## src/design/oam_pkg.sv

```systemverilog
// Shared constants, command and status types for the assignment matcher.
`default_nettype none
package oam_pkg;
    localparam int MAX_DIM   = 16;
    localparam int COST_BITS = 16;
    localparam int IDX_W     = $clog2(MAX_DIM + 1);
    localparam int CIDX_W    = $clog2(MAX_DIM);
    localparam int ADDR_W    = 2 * CIDX_W;
    localparam int POT_W     = 32;
    localparam int CFG_W     = 16;
    localparam int CFG_IDX_W = 2;

    localparam logic [CFG_IDX_W-1:0] CFG_ROW_COUNT = 2'd0;
    localparam logic [CFG_IDX_W-1:0] CFG_COL_COUNT = 2'd1;
    localparam logic [CFG_IDX_W-1:0] CFG_MAX_DIST  = 2'd2;

    localparam logic signed [POT_W-1:0] SLACK_MAX = {1'b0, {(POT_W-1){1'b1}}};
    localparam logic [COST_BITS-1:0]    COST_MAX  = {COST_BITS{1'b1}};

    typedef struct packed {
        logic load;
        logic init;
        logic row_start;
        logic setup;
        logic scan_rd;
        logic scan_ev;
        logic scan_dec;
        logic update;
        logic upd_dec;
        logic augment;
        logic next_row;
        logic chk_rd;
        logic chk_ev;
        logic emit;
    } cmd_t;

    typedef struct packed {
        logic dim_zero;
        logic last_col;
        logic found;
        logic owner_zero;
        logic aug_end;
        logic row_last;
        logic emit_done;
    } status_t;
endpackage
`default_nettype wire

```

## src/design/oam_ctrl.sv

```systemverilog
// Sequencer for loading, solving and emitting.
`default_nettype none
module oam_ctrl (
    input  wire logic            clk,
    input  wire logic            rst_n,
    input  wire logic            start,
    input  wire logic            last_entry,
    input  wire oam_pkg::status_t status,
    output oam_pkg::cmd_t        cmd,
    output logic                 busy
);
    import oam_pkg::*;

    typedef enum logic [13:0] {
        ST_IDLE   = 14'b00000000000001,
        ST_INIT   = 14'b00000000000010,
        ST_ROW    = 14'b00000000000100,
        ST_SETUP  = 14'b00000000001000,
        ST_SRD    = 14'b00000000010000,
        ST_SEV    = 14'b00000000100000,
        ST_SDEC   = 14'b00000001000000,
        ST_UPD    = 14'b00000010000000,
        ST_UDEC   = 14'b00000100000000,
        ST_AUG    = 14'b00001000000000,
        ST_NROW   = 14'b00010000000000,
        ST_CRD    = 14'b00100000000000,
        ST_CEV    = 14'b01000000000000,
        ST_EMIT   = 14'b10000000000000
    } state_t;

    state_t state_reg, state_next;

    always_ff @(posedge clk or negedge rst_n)
    begin
        if (!rst_n)
        begin
            state_reg <= ST_IDLE;
        end
        else
        begin
            state_reg <= state_next;
        end
    end

    always_comb
    begin
        cmd        = '0;
        state_next = state_reg;
        case (state_reg)
            ST_IDLE:
            begin
                if (start)
                begin
                    cmd.load = 1'b1;
                    if (last_entry)
                    begin
                        state_next = ST_INIT;
                    end
                end
            end
            ST_INIT:
            begin
                cmd.init   = 1'b1;
                state_next = status.dim_zero ? ST_EMIT : ST_ROW;
            end
            ST_ROW:
            begin
                cmd.row_start = 1'b1;
                state_next    = ST_SETUP;
            end
            ST_SETUP:
            begin
                cmd.setup  = 1'b1;
                state_next = ST_SRD;
            end
            ST_SRD:
            begin
                cmd.scan_rd = 1'b1;
                state_next  = ST_SEV;
            end
            ST_SEV:
            begin
                cmd.scan_ev = 1'b1;
                state_next  = status.last_col ? ST_SDEC : ST_SRD;
            end
            ST_SDEC:
            begin
                cmd.scan_dec = 1'b1;
                state_next   = status.found ? ST_UPD : ST_AUG;
            end
            ST_UPD:
            begin
                cmd.update = 1'b1;
                state_next = status.last_col ? ST_UDEC : ST_UPD;
            end
            ST_UDEC:
            begin
                cmd.upd_dec = 1'b1;
                state_next  = status.owner_zero ? ST_AUG : ST_SETUP;
            end
            ST_AUG:
            begin
                cmd.augment = 1'b1;
                state_next  = status.aug_end ? ST_NROW : ST_AUG;
            end
            ST_NROW:
            begin
                cmd.next_row = 1'b1;
                state_next   = status.row_last ? ST_CRD : ST_ROW;
            end
            ST_CRD:
            begin
                cmd.chk_rd = 1'b1;
                state_next = ST_CEV;
            end
            ST_CEV:
            begin
                cmd.chk_ev = 1'b1;
                state_next = status.last_col ? ST_EMIT : ST_CRD;
            end
            ST_EMIT:
            begin
                cmd.emit = 1'b1;
                if (status.emit_done)
                begin
                    state_next = ST_IDLE;
                end
            end
            default:
            begin
                state_next = ST_IDLE;
            end
        endcase
    end

    assign busy = (state_reg != ST_IDLE);
endmodule
`default_nettype wire

```

## config.mk

```make
export PLATFORM = sky130hd
export DESIGN_NAME = oam_ctrl
export DESIGN_NICKNAME = d
export VERILOG_FILES = /design/src/design/oam_pkg.sv /design/src/design/oam_ctrl.sv
export SDC_FILE = /design/constraint.sdc
export NUM_CORES = 1
export LEC_CHECK = 0
export ABC_AREA = 1
export BUFFER_PORTS_ARGS = -buffer_cell sky130_fd_sc_hd__buf_4
export CAP_MARGIN = 20
export CORE_MARGIN = 1.5
export CORE_UTILIZATION = 45
export DETAILED_ROUTE_END_ITERATION = 16
export PLACE_DENSITY = 0.72
export SETUP_SLACK_MARGIN = 0.15
export SLEW_MARGIN = 10
export SYNTH_ARGS = -nofsm -noshare
export SYNTH_HDL_FRONTEND = slang
export SYNTH_SLANG_ARGS = --single-unit
```

## constraint.sdc

```tcl
create_clock -name clk -period 1.2 [get_ports clk]
set_input_delay 0.24 -clock clk [delete_from_list [all_inputs] [get_ports clk]]
set_output_delay 0.24 -clock clk [all_outputs]
set_load 0.005 [all_outputs]
```

==> flow_metrics.env, run 1 <==
export IMPL_status="finished, violations left"
export IMPL_violations="negative setup slack"
export IMPL_synth_edf_count=0
export IMPL_p_leak_uw=0.000969
export IMPL_port_buffers=25
export IMPL_setup_viol=28
export IMPL_period_minus_slack_ns=1.77
export IMPL_synth_nets=149
export IMPL_layout_nets=217
export IMPL_antennaDiodeCount=0
export IMPL_ir_worst_vdd_mv=1.37
export IMPL_post_route_period_util_pct=147
export IMPL_maxCapViolCount=0
export IMPL_comb_power_share_pct=61.6
export IMPL_cts_max_path_buffers=2
export IMPL_clkTransAtPathRegs_ns=0.08
export IMPL_p_per_area_nw_per_um2=1320
export IMPL_grt_pass1_vias=1081
export IMPL_clock_sinks=14
export IMPL_syn2layout_area_growth_pct=80.6
export IMPL_tightest_slew_ns=0.232
export IMPL_crit_path_end_kind="primary output"
export IMPL_drive_gt1_share_pct=64.4
export IMPL_grt_pass1_wl_mm=4.82
export IMPL_cts_buffers_inserted=3
export IMPL_synth_area_leaders="dfrtp_1, nand2_1, inv_1"
export IMPL_syn_inst=138
export IMPL_clk_latency_ns=0.30
export IMPL_place_area_sq_um=1410
export IMPL_htree_levels=1
export IMPL_syn_area_per_cell_sq_um=7.21
export IMPL_synthesis_area_sq_um=995
export IMPL_place_congestion=0.838
export IMPL_sw_frac_of_total_pct=44.1
export IMPL_postRouteAntennaNets=0
export IMPL_synth_ff_type="dfrtp_1"
export IMPL_drc=0
export IMPL_grt_max_degree=15
export IMPL_grt_util_all_layers_pct=26.4
export IMPL_vias=1184
export IMPL_synth_common_cells="nand2_1, inv_1, nor2_1"
export IMPL_wl_per_cell_microns=14.9
export IMPL_grt_remaining_overflow=0
export IMPL_cp_arrival_ns=1.53
export IMPL_critPathRequiredTime_ns=0.96
export IMPL_multi_input_area_sq_um=723
export IMPL_final_hold_viol_count=0
export IMPL_yosysTopAreaCell="dfrtp_1"
export IMPL_final_area_sq_um=1800
export IMPL_cp_cell_sequence="nor2_4 -> nand2_4 -> nor2_2 -> nand2_2 -> inv_2 -> buf_4"
export IMPL_p_seq_share_pct=25.5
export IMPL_root_buffer="clkbuf_4"
export IMPL_ys_seq_area_share_pct=35.3
export IMPL_coreArea_sq_um=2020
export IMPL_final_max_slew_viol_count=0
export IMPL_rsz0062_at_grt="true"
export IMPL_yosys_register_bits=14
export IMPL_ys_warn_count=0
export IMPL_p_int_uw=1320
export IMPL_row_count=16
export IMPL_fp_dieArea_sq_um=2500
export IMPL_largest_reg_flops=14
export IMPL_die_w_microns=50.0
export IMPL_clkPwrFrac_pct=12.9
export IMPL_drt_first_pass_iters=4
export IMPL_crit_path_top_delay_cell="dfrtp_1"
export IMPL_crit_fanout=5
export IMPL_critical_path_buf_inv_count=2
export IMPL_cts_tree="yes"
export IMPL_power_switching_uw=1040
export IMPL_start_util_pct=49.2
export IMPL_synth_top_area_share_pct=32.7
export IMPL_worst_hold_slack_ns=0.127
export IMPL_path_class="reg -> out"
export IMPL_drt_vias_per_instance=5.10
export IMPL_die_height_microns=50.0
export IMPL_path_delay_family="simple AND/OR/NAND/NOR gates"
export IMPL_antenna_found_initial=0
export IMPL_startpoint_type="flip-flop"
export IMPL_wl_mm=3.45
export IMPL_synthDistinctLibCells=23
export IMPL_slew_headroom_pct=84.4
export IMPL_fmax_mhz=566
export IMPL_hp_class="in -> reg"
export IMPL_hpwlAfterDp_mm=1.95
export IMPL_fillerInstances=100
export IMPL_skew_ns=0.00647
export IMPL_ff_latch_area_sq_um=352
export IMPL_yosysMostFrequentCell="nand2_1"
export IMPL_drt_initial_drc_count=35
export IMPL_io_pins=26
export IMPL_fin_ws_ns=-0.568
export IMPL_async_flop_share_pct=100
export IMPL_slowest_delay_ns=0.43
export IMPL_setup_tns_final_ns=-10.97
## metal layers
layer | vias up | track usage [%] | routed length (microns)
met5 | - | 0 | 0
met4 | 0 | 12.0 | 92
met3 | 10 | 3.94 | 198
met2 | 46 | 45.0 | 1730
met1 | 571 | 32.4 | 1430
li1 | 557 | - | -
## logic make-up after synthesis
| kind of cell | after synthesis | share of synthesized area, % |
|---|---|---|
| AOI/OAI and AO/OA | 9 | 5.41 |
| buffers and inverters | 27 | 10.2 |
| DFF | 14 | 35.3 |
| and+or+nand+nor | 88 | 49.1 |
## final cells by class
cell class,instances,share of cell area (%)
clock buffer,4,1.46
inverter,27,5.78
multi-input combinational,98,40.3
sequential,14,19.6
tap,27,1.88
timing repair buffer,62,31.1
## cell usage in the layout, fill, tap and decap left out, drive strengths merged, types with 2 or more instances in the layout
master	netlist	final
nor2	35	36
dfrtp	13	13
o21ai	6	6
buf	0	61
inv	27	27
nand3	6	6
clkbuf	0	4
nor3	3	3
nand2	40	40
nand4	2	2
## power by group through the flow
stage | Sequential, uW | Clock (uW) | Combinational, uW
after floorplan | 600 | 0 | 684
after global placement | 601 | 0 | 976
after detailed placement | 603 | 0 | 995
after CTS | 597 | 304 | 1210
after global routing | 611 | 329 | 1530
final | 603 | 306 | 1460
## what timing repair did
action                                 in CTS  in global routing
hold buffers                                1                  0
endpoints found under the hold margin      13                  0
gates cloned                                1                  0
resized for setup                          35                 35
setup endpoints to repair                  29                 29
pin swaps                                  14                 18
setup buffers                               6                  8
## final timing paths
check	slack [ns]	cells past startpoint	start	end
max in group asynchronous	0.63	2	rst_n	state_reg[0]$_DFFE_PN1P_
min	0.13	2	status[3]	state_reg[3]$_DFFE_PN0P_
max	-0.57	6	state_reg[3]$_DFFE_PN0P_	cmd[7]
max reg2reg	-0.41	10	state_reg[0]$_DFFE_PN1P_	state_reg[0]$_DFFE_PN1P_
min in group asynchronous	0.32	2	rst_n	state_reg[11]$_DFFE_PN0P_
min reg2reg	0.54	2	state_reg[0]$_DFFE_PN1P_	state_reg[0]$_DFFE_PN1P_
## metrics by stage
step | instances | setup slack [ns] | utilization, % | total power (uW)
after floorplan | 138 | -0.0562 | - | 1280
after global placement | 212 | -0.182 | 69.9 | 1580
after detailed placement | 212 | -0.203 | 69.9 | 1600
after CTS | 224 | -0.513 | 80.1 | 2110
after global routing | 232 | -0.614 | 88.9 | 2470
final | 232 | -0.568 | 88.9 | 2370
(Power assumes the default switching activity.)
==> inputs of run 2 (changes only) <==
- REMOVE_ABC_BUFFERS: default -> 1
- SETUP_SLACK_MARGIN: 0.15 -> default
==> flow_metrics.env, run 2 <==
export IMPL_syn_area_per_cell_sq_um=7.21
export IMPL_place_congestion=0.826
export IMPL_row_count=16
export IMPL_synth_ff_type="dfrtp_1"
export IMPL_worstEpCategory="primary output"
export IMPL_io_pins=26
export IMPL_root_buffer="clkbuf_4"
export IMPL_synth_common_cells="nand2_1, inv_1, nor2_1"
export IMPL_ys_seq_area_share_pct=35.3
export IMPL_lastStage="global routing (5_1_grt)"
export IMPL_syn_inst=138
export IMPL_cts_buffers_inserted=3
export IMPL_grt_max_degree=15
export IMPL_clock_sinks=14
export IMPL_async_flop_share_pct=100
export IMPL_yosys_register_bits=14
export IMPL_synthesis_area_sq_um=995
export IMPL_start_util_pct=49.2
export IMPL_cts_max_path_buffers=2
export IMPL_yosysMostFrequentCell="nand2_1"
export IMPL_stop_error="[ERROR DPL-0033] detailed placement checks failed during check placement."
export IMPL_synth_top_area_share_pct=32.7
export IMPL_yosysTopAreaCell="dfrtp_1"
export IMPL_hpwlAfterDp_mm=2.07
export IMPL_ys_warn_count=0
export IMPL_die_height_microns=50.0
export IMPL_synth_edf_count=0
export IMPL_htree_levels=1
export IMPL_place_ws_ns=-0.277
export IMPL_synth_area_leaders="dfrtp_1, nand2_1, inv_1"
export IMPL_grt_worst_endpoint="cmd[3]"
export IMPL_die_w_microns=50.0
export IMPL_synthDistinctLibCells=23
export IMPL_port_buffers=25
export IMPL_status="did not finish"
export IMPL_antenna_found_initial=0
==> run 2: cell counts after synthesis <==
Identical to the previous run, type by type.
==> run 2: what timing repair did <==
| action | 4_1_cts |
|---|---|
| gates resized for setup | 56 |
| gates cloned | 1 |
| pin swaps | 15 |
| endpoints found under the hold margin | 13 |
| buffers inserted | 18 |
| hold buffers | 1 |
| endpoints found under the setup margin | 28 |
==> run 2: metrics by stage <==
| stage | util, % | instances | cell area [sq um] | TNS, ns |
|---|---|---|---|---|
| after floorplan | - | 138 | 995 | -0.238 |
| after global placement | 69.1 | 214 | 1400 | -3.15 |
| after detailed placement | 69.1 | 214 | 1400 | -3.97 |
| after CTS | 87.3 | 236 | 1760 | -10.11 |
==> run 2: cells by family after synthesis <==
logic type,synth area share (%)
compound gates,5.41
buf+inv,10.2
flops,35.3
simple gates,49.1
==> inputs of run 3 (changes only) <==
- CORE_AREA: default -> 2 2 63 65
- CORE_MARGIN: 1.5 -> default
- CORE_UTILIZATION: 45 -> default
- DIE_AREA: default -> 0 0 65 67
- PLACE_DENSITY: 0.72 -> default
- PLACE_DENSITY_LB_ADDON: default -> 0.15
- clock period: 1.2 -> 1.55 ns (I/O delays scaled with it)
==> flow_metrics.env, run 3 (synthesis gave the netlist of run 1 again) <==
export IMPL_fmax_mhz=583
export IMPL_clk_latency_ns=0.25
export IMPL_start_util_pct=27.6
export IMPL_syn2layout_area_growth_pct=60.4
export IMPL_port_buffers=25
export IMPL_row_count=22
export IMPL_antennaDiodeCount=0
export IMPL_placed_cells=215
export IMPL_ir_worst_vdd_mv=0.559
export IMPL_final_cell_mix="buf_4, nand2_1, nor2_1"
export IMPL_postRouteAntennaNets=0
export IMPL_rsz0062_at_grt="true"
export IMPL_finalPower_uw=1750
export IMPL_critPathRequiredTime_ns=1.24
export IMPL_place_congestion=0.779
export IMPL_drt_vias_per_instance=4.21
export IMPL_tightest_slew_ns=0.220
export IMPL_die_height_microns=67
export IMPL_io_pins=26
export IMPL_fp_dieArea_sq_um=4360
export IMPL_post_route_period_util_pct=111
export IMPL_die_w_microns=65
export IMPL_comb_power_share_pct=55.1
export IMPL_p_seq_share_pct=26.3
export IMPL_wl_mm=2.71
export IMPL_fin_ws_ns=-0.164
export IMPL_slew_headroom_pct=85.2
export IMPL_crit_fanout=5
export IMPL_grt_max_degree=15
export IMPL_grt_pass1_wl_mm=4.51
export IMPL_p_leak_uw=0.000876
export IMPL_p_per_area_nw_per_um2=1100
export IMPL_final_hold_viol_count=0
export IMPL_clock_sinks=14
export IMPL_setup_viol=15
export IMPL_status="finished, violations left"
export IMPL_drive_gt1_share_pct=51.8
export IMPL_drc=0
export IMPL_clkTransAtPathRegs_ns=0.06
export IMPL_hpwlAfterDp_mm=1.95
export IMPL_startpoint_type="flip-flop"
export IMPL_final_common_cell="buf_4"
export IMPL_place_ws_ns=0.0259
export IMPL_htree_levels=1
export IMPL_period_minus_slack_ns=1.71
export IMPL_p_int_uw=1030
export IMPL_wl_per_cell_microns=11.3
export IMPL_root_buffer="clkbuf_8"
export IMPL_cts_tree="yes"
export IMPL_sw_frac_of_total_pct=41.3
export IMPL_vias=1007
export IMPL_coreArea_sq_um=3610
export IMPL_antenna_found_initial=0
export IMPL_clkPwrFrac_pct=18.6
export IMPL_power_switching_uw=724
export IMPL_grt_remaining_overflow=0
export IMPL_largest_reg_flops=14
export IMPL_drt_first_pass_iters=4
export IMPL_skew_ns=0.00139
export IMPL_grt_util_all_layers_pct=13.8
export IMPL_final_cells=239
export IMPL_cp_arrival_ns=1.40
export IMPL_grt_pass1_vias=979
export IMPL_maxCapViolCount=0
export IMPL_layout_nets=203
export IMPL_crit_path_end_kind="primary output"
export IMPL_cts_max_path_buffers=2
export IMPL_hp_class="in -> reg"
export IMPL_violations="negative setup slack"
export IMPL_cts_buffers_inserted=3
export IMPL_worst_hold_slack_ns=0.247
export IMPL_final_max_slew_viol_count=0
export IMPL_path_class="reg -> out"
export IMPL_drt_initial_drc_count=41
[run 3: through the flow]
stage / utilization [%] / setup TNS (ns) / area, sq um
after floorplan: - / 0 / 995
after global placement: 35.3 / 0 / 1270
after detailed placement: 35.3 / 0 / 1270
after CTS: 40.1 / -1.97 / 1450
after global routing: 44.2 / -3.38 / 1600
final: 44.2 / -1.95 / 1600
[run 3: timing repair]
item                                    4_1_cts  5_1_grt
gates resized for setup                      15       25
setup buffers                                 7       11
endpoints found under the hold margin        13        0
endpoints found under the setup margin       15       17
pin swaps                                    11       12
hold buffers                                  1        0
gates cloned                                  1        0
[run 3: layout make-up]
cell class	count	area (sq um)
inverters	27	104
well taps	48	60.1
repair buffers	48	385
multi-input cells	98	649
clock buffers	4	45.0
flip-flops and latches	14	352
fillers	376	2010
[run 3: routing by layer]
metal,track usage [%],vias up,part of all wire [%]
met3,1.69,5,3.7
met2,22.3,23,46
met5,0,-,0
met4,6.38,0,1.8
met1,18.3,451,49
li1,-,528,-
[run 3: power groups by stage]
stage               sequential, uW  clock (uW)  combinational (uW)
floorplan                      463           0                 494
global placement               467           0                 720
detailed placement             470           0                 719
CTS                            464         329                 859
global route                   467         350                1060
finish                         461         326                 967
[run 3: path summary, 6_finish.rpt]
path | startpoint | endpoint | slack, ns | depth (start not counted)
min in group asynchronous | rst_n | state_reg[7]$_DFFE_PN0P_ | 0.45 | 2
max in group asynchronous | rst_n | state_reg[0]$_DFFE_PN1P_ | 0.86 | 2
max reg2reg | state_reg[8]$_DFFE_PN0P_ | state_reg[0]$_DFFE_PN1P_ | 0.02 | 12
min | status[6] | state_reg[2]$_DFFE_PN0P_ | 0.25 | 2
min reg2reg | state_reg[0]$_DFFE_PN1P_ | state_reg[0]$_DFFE_PN1P_ | 0.64 | 3
max | state_reg[6]$_DFFE_PN0P_ | cmd[3] | -0.16 | 6
[run 3: critical path, stage by stage, from the launching register on]
cell and delay [ns]:
dfrtp_1 0.42, nor2_4 0.20, nand2_4 0.11, nor2_4 0.17, nand2_2 0.09, inv_2 0.06
buf_6 0.09
==> inputs of run 4 (changes only) <==
- CELL_PAD_IN_SITES_DETAIL_PLACEMENT: default -> 2
- CELL_PAD_IN_SITES_GLOBAL_PLACEMENT: default -> 2
==> flow_metrics.env, run 4 (synthesis gave the netlist of run 1 again) <==
export IMPL_status="finished, violations left"
export IMPL_violations="negative setup slack"
export IMPL_top_usage_layer="met2"
export IMPL_wl_mm=3.69
export IMPL_place_congestion=0.778
export IMPL_final_common_cell="buf_4"
export IMPL_maxCapViolCount=0
export IMPL_tightest_slew_ns=0.236
export IMPL_crit_path_top_delay_cell="dfrtp_1"
export IMPL_final_max_slew_viol_count=0
export IMPL_critical_path_buf_inv_count=2
export IMPL_ff_latch_area_sq_um=353
export IMPL_syn2layout_area_growth_pct=63.4
export IMPL_drive_gt1_share_pct=52.1
export IMPL_skew_ns=0.00260
export IMPL_p_leak_uw=0.000886
export IMPL_drt_initial_drc_count=9
export IMPL_multi_input_area_sq_um=666
export IMPL_cp_cell_sequence="nor2_4 -> nand2_4 -> nor2_4 -> nand2_2 -> inv_2 -> buf_6"
export IMPL_met1_usage_pct=20.6
export IMPL_antennaDiodeCount=0
export IMPL_drc=0
export IMPL_final_area_sq_um=1630
export IMPL_clk_latency_ns=0.25
export IMPL_period_minus_slack_ns=1.77
export IMPL_die_height_microns=67
export IMPL_place_area_sq_um=1270
export IMPL_antenna_found_initial=0
export IMPL_place_ws_ns=0.00441
export IMPL_rsz0062_at_grt="true"
export IMPL_use_met2_pct=36.9
export IMPL_fp_dieArea_sq_um=4360
export IMPL_cts_max_path_buffers=2
export IMPL_cts_tree="yes"
export IMPL_post_route_period_util_pct=114
export IMPL_met3_usage_pct=2.53
export IMPL_htree_levels=1
export IMPL_path_delay_family="simple AND/OR/NAND/NOR gates"
export IMPL_fillerInstances=405
export IMPL_drt_vias_per_instance=4.58
export IMPL_port_buffers=25
export IMPL_startpoint_type="flip-flop"
export IMPL_crit_path_end_kind="primary output"
export IMPL_crit_fanout=5
export IMPL_cp_common_cell="nor2_4"
export IMPL_final_cell_mix="buf_4, nand2_1, inv_1"
export IMPL_drt_first_pass_iters=3
export IMPL_grt_pass1_vias=1241
export IMPL_setup_viol=17
export IMPL_grt_max_degree=15
export IMPL_p_per_area_nw_per_um2=1180
export IMPL_root_buffer="clkbuf_8"
export IMPL_largest_reg_flops=14
export IMPL_vias=1098
export IMPL_cts_buffers_inserted=3
export IMPL_critPathRequiredTime_ns=1.24
export IMPL_coreArea_sq_um=3610
export IMPL_row_count=22
export IMPL_hp_class="in -> reg"
export IMPL_hpwlAfterDp_mm=2.59
export IMPL_start_util_pct=27.6
export IMPL_cp_arrival_ns=1.46
export IMPL_io_pins=26
export IMPL_grt_util_all_layers_pct=18.6
export IMPL_slew_headroom_pct=84.2
export IMPL_fin_ws_ns=-0.215
export IMPL_clkTransAtPathRegs_ns=0.06
export IMPL_die_w_microns=65
export IMPL_grt_remaining_overflow=0
export IMPL_postRouteAntennaNets=0
export IMPL_grt_pass1_wl_mm=6.04
export IMPL_slowest_delay_ns=0.42
export IMPL_wl_per_cell_microns=15.4
export IMPL_path_class="reg -> out"
export IMPL_ir_worst_vdd_mv=0.688
export IMPL_clock_sinks=14
export IMPL_final_hold_viol_count=0
export IMPL_layout_nets=204
export IMPL_fmax_mhz=567
[run 4: area by class of cell]
class,instances,share of cell area (%)
Clock buffer,4,2.77
Tap cell,48,3.70
Timing Repair Buffer,49,24.6
Multi-Input combinational cell,98,41.0
Sequential cell,14,21.7
Inverter,27,6.24
[run 4: metrics by stage]
step / hold slack [ns] / TNS [ns] / power (uW) / instances / util (%)
final: 0.256 / -2.63 / 1910 / 240 / 45.1
after CTS: 0.252 / -2.77 / 1850 / 232 / 42.7
after global placement: 0.182 / 0 / 1200 / 215 / 35.3
after detailed placement: 0.180 / 0 / 1230 / 215 / 35.3
after global routing: 0.261 / -4.18 / 2070 / 240 / 45.1
after floorplan: 0.0144 / 0 / 957 / 138 / -
[run 4: metal layers]
layer	share of wire (%)	wire [microns]
met1	41	1500
met2	55	2040
met3	3.1	115
met4	0.79	29
met5	0	0
[run 4: worst register-to-register path, delay by kind of cell (launching register included)]
family	cells	cell delay (ns)
simple gates	7	0.82
flops	1	0.42
compound gates	1	0.09
buf+inv	2	0.26
[run 4: path summary, 6_finish.rpt]
path,from,endpoint,slack (ns),cells after the start
min reg2reg,state_reg[0]$_DFFE_PN1P_,state_reg[0]$_DFFE_PN1P_,0.66,3
min in group asynchronous,rst_n,state_reg[7]$_DFFE_PN0P_,0.45,2
max,state_reg[7]$_DFFE_PN0P_,cmd[5],-0.22,6
max in group asynchronous,rst_n,state_reg[0]$_DFFE_PN1P_,0.85,2
max reg2reg,state_reg[7]$_DFFE_PN0P_,state_reg[0]$_DFFE_PN1P_,-0.11,10
min,status[6],state_reg[2]$_DFFE_PN0P_,0.26,2
[run 4: where the power goes]
group | internal [uW] | switching (uW) | total (uW)
combinational | 496 | 622 | 1120
sequential | 417 | 50.3 | 467
clock | 182 | 142 | 324
[run 4: repair_timing]
item                                    CTS  global route
endpoints found under the hold margin    13             0
pin swaps                                13            15
cloned                                    1             0
setup buffers                            11             8
hold buffers                              1             0
resized for setup                        36             8
endpoints found under the setup margin   16            17
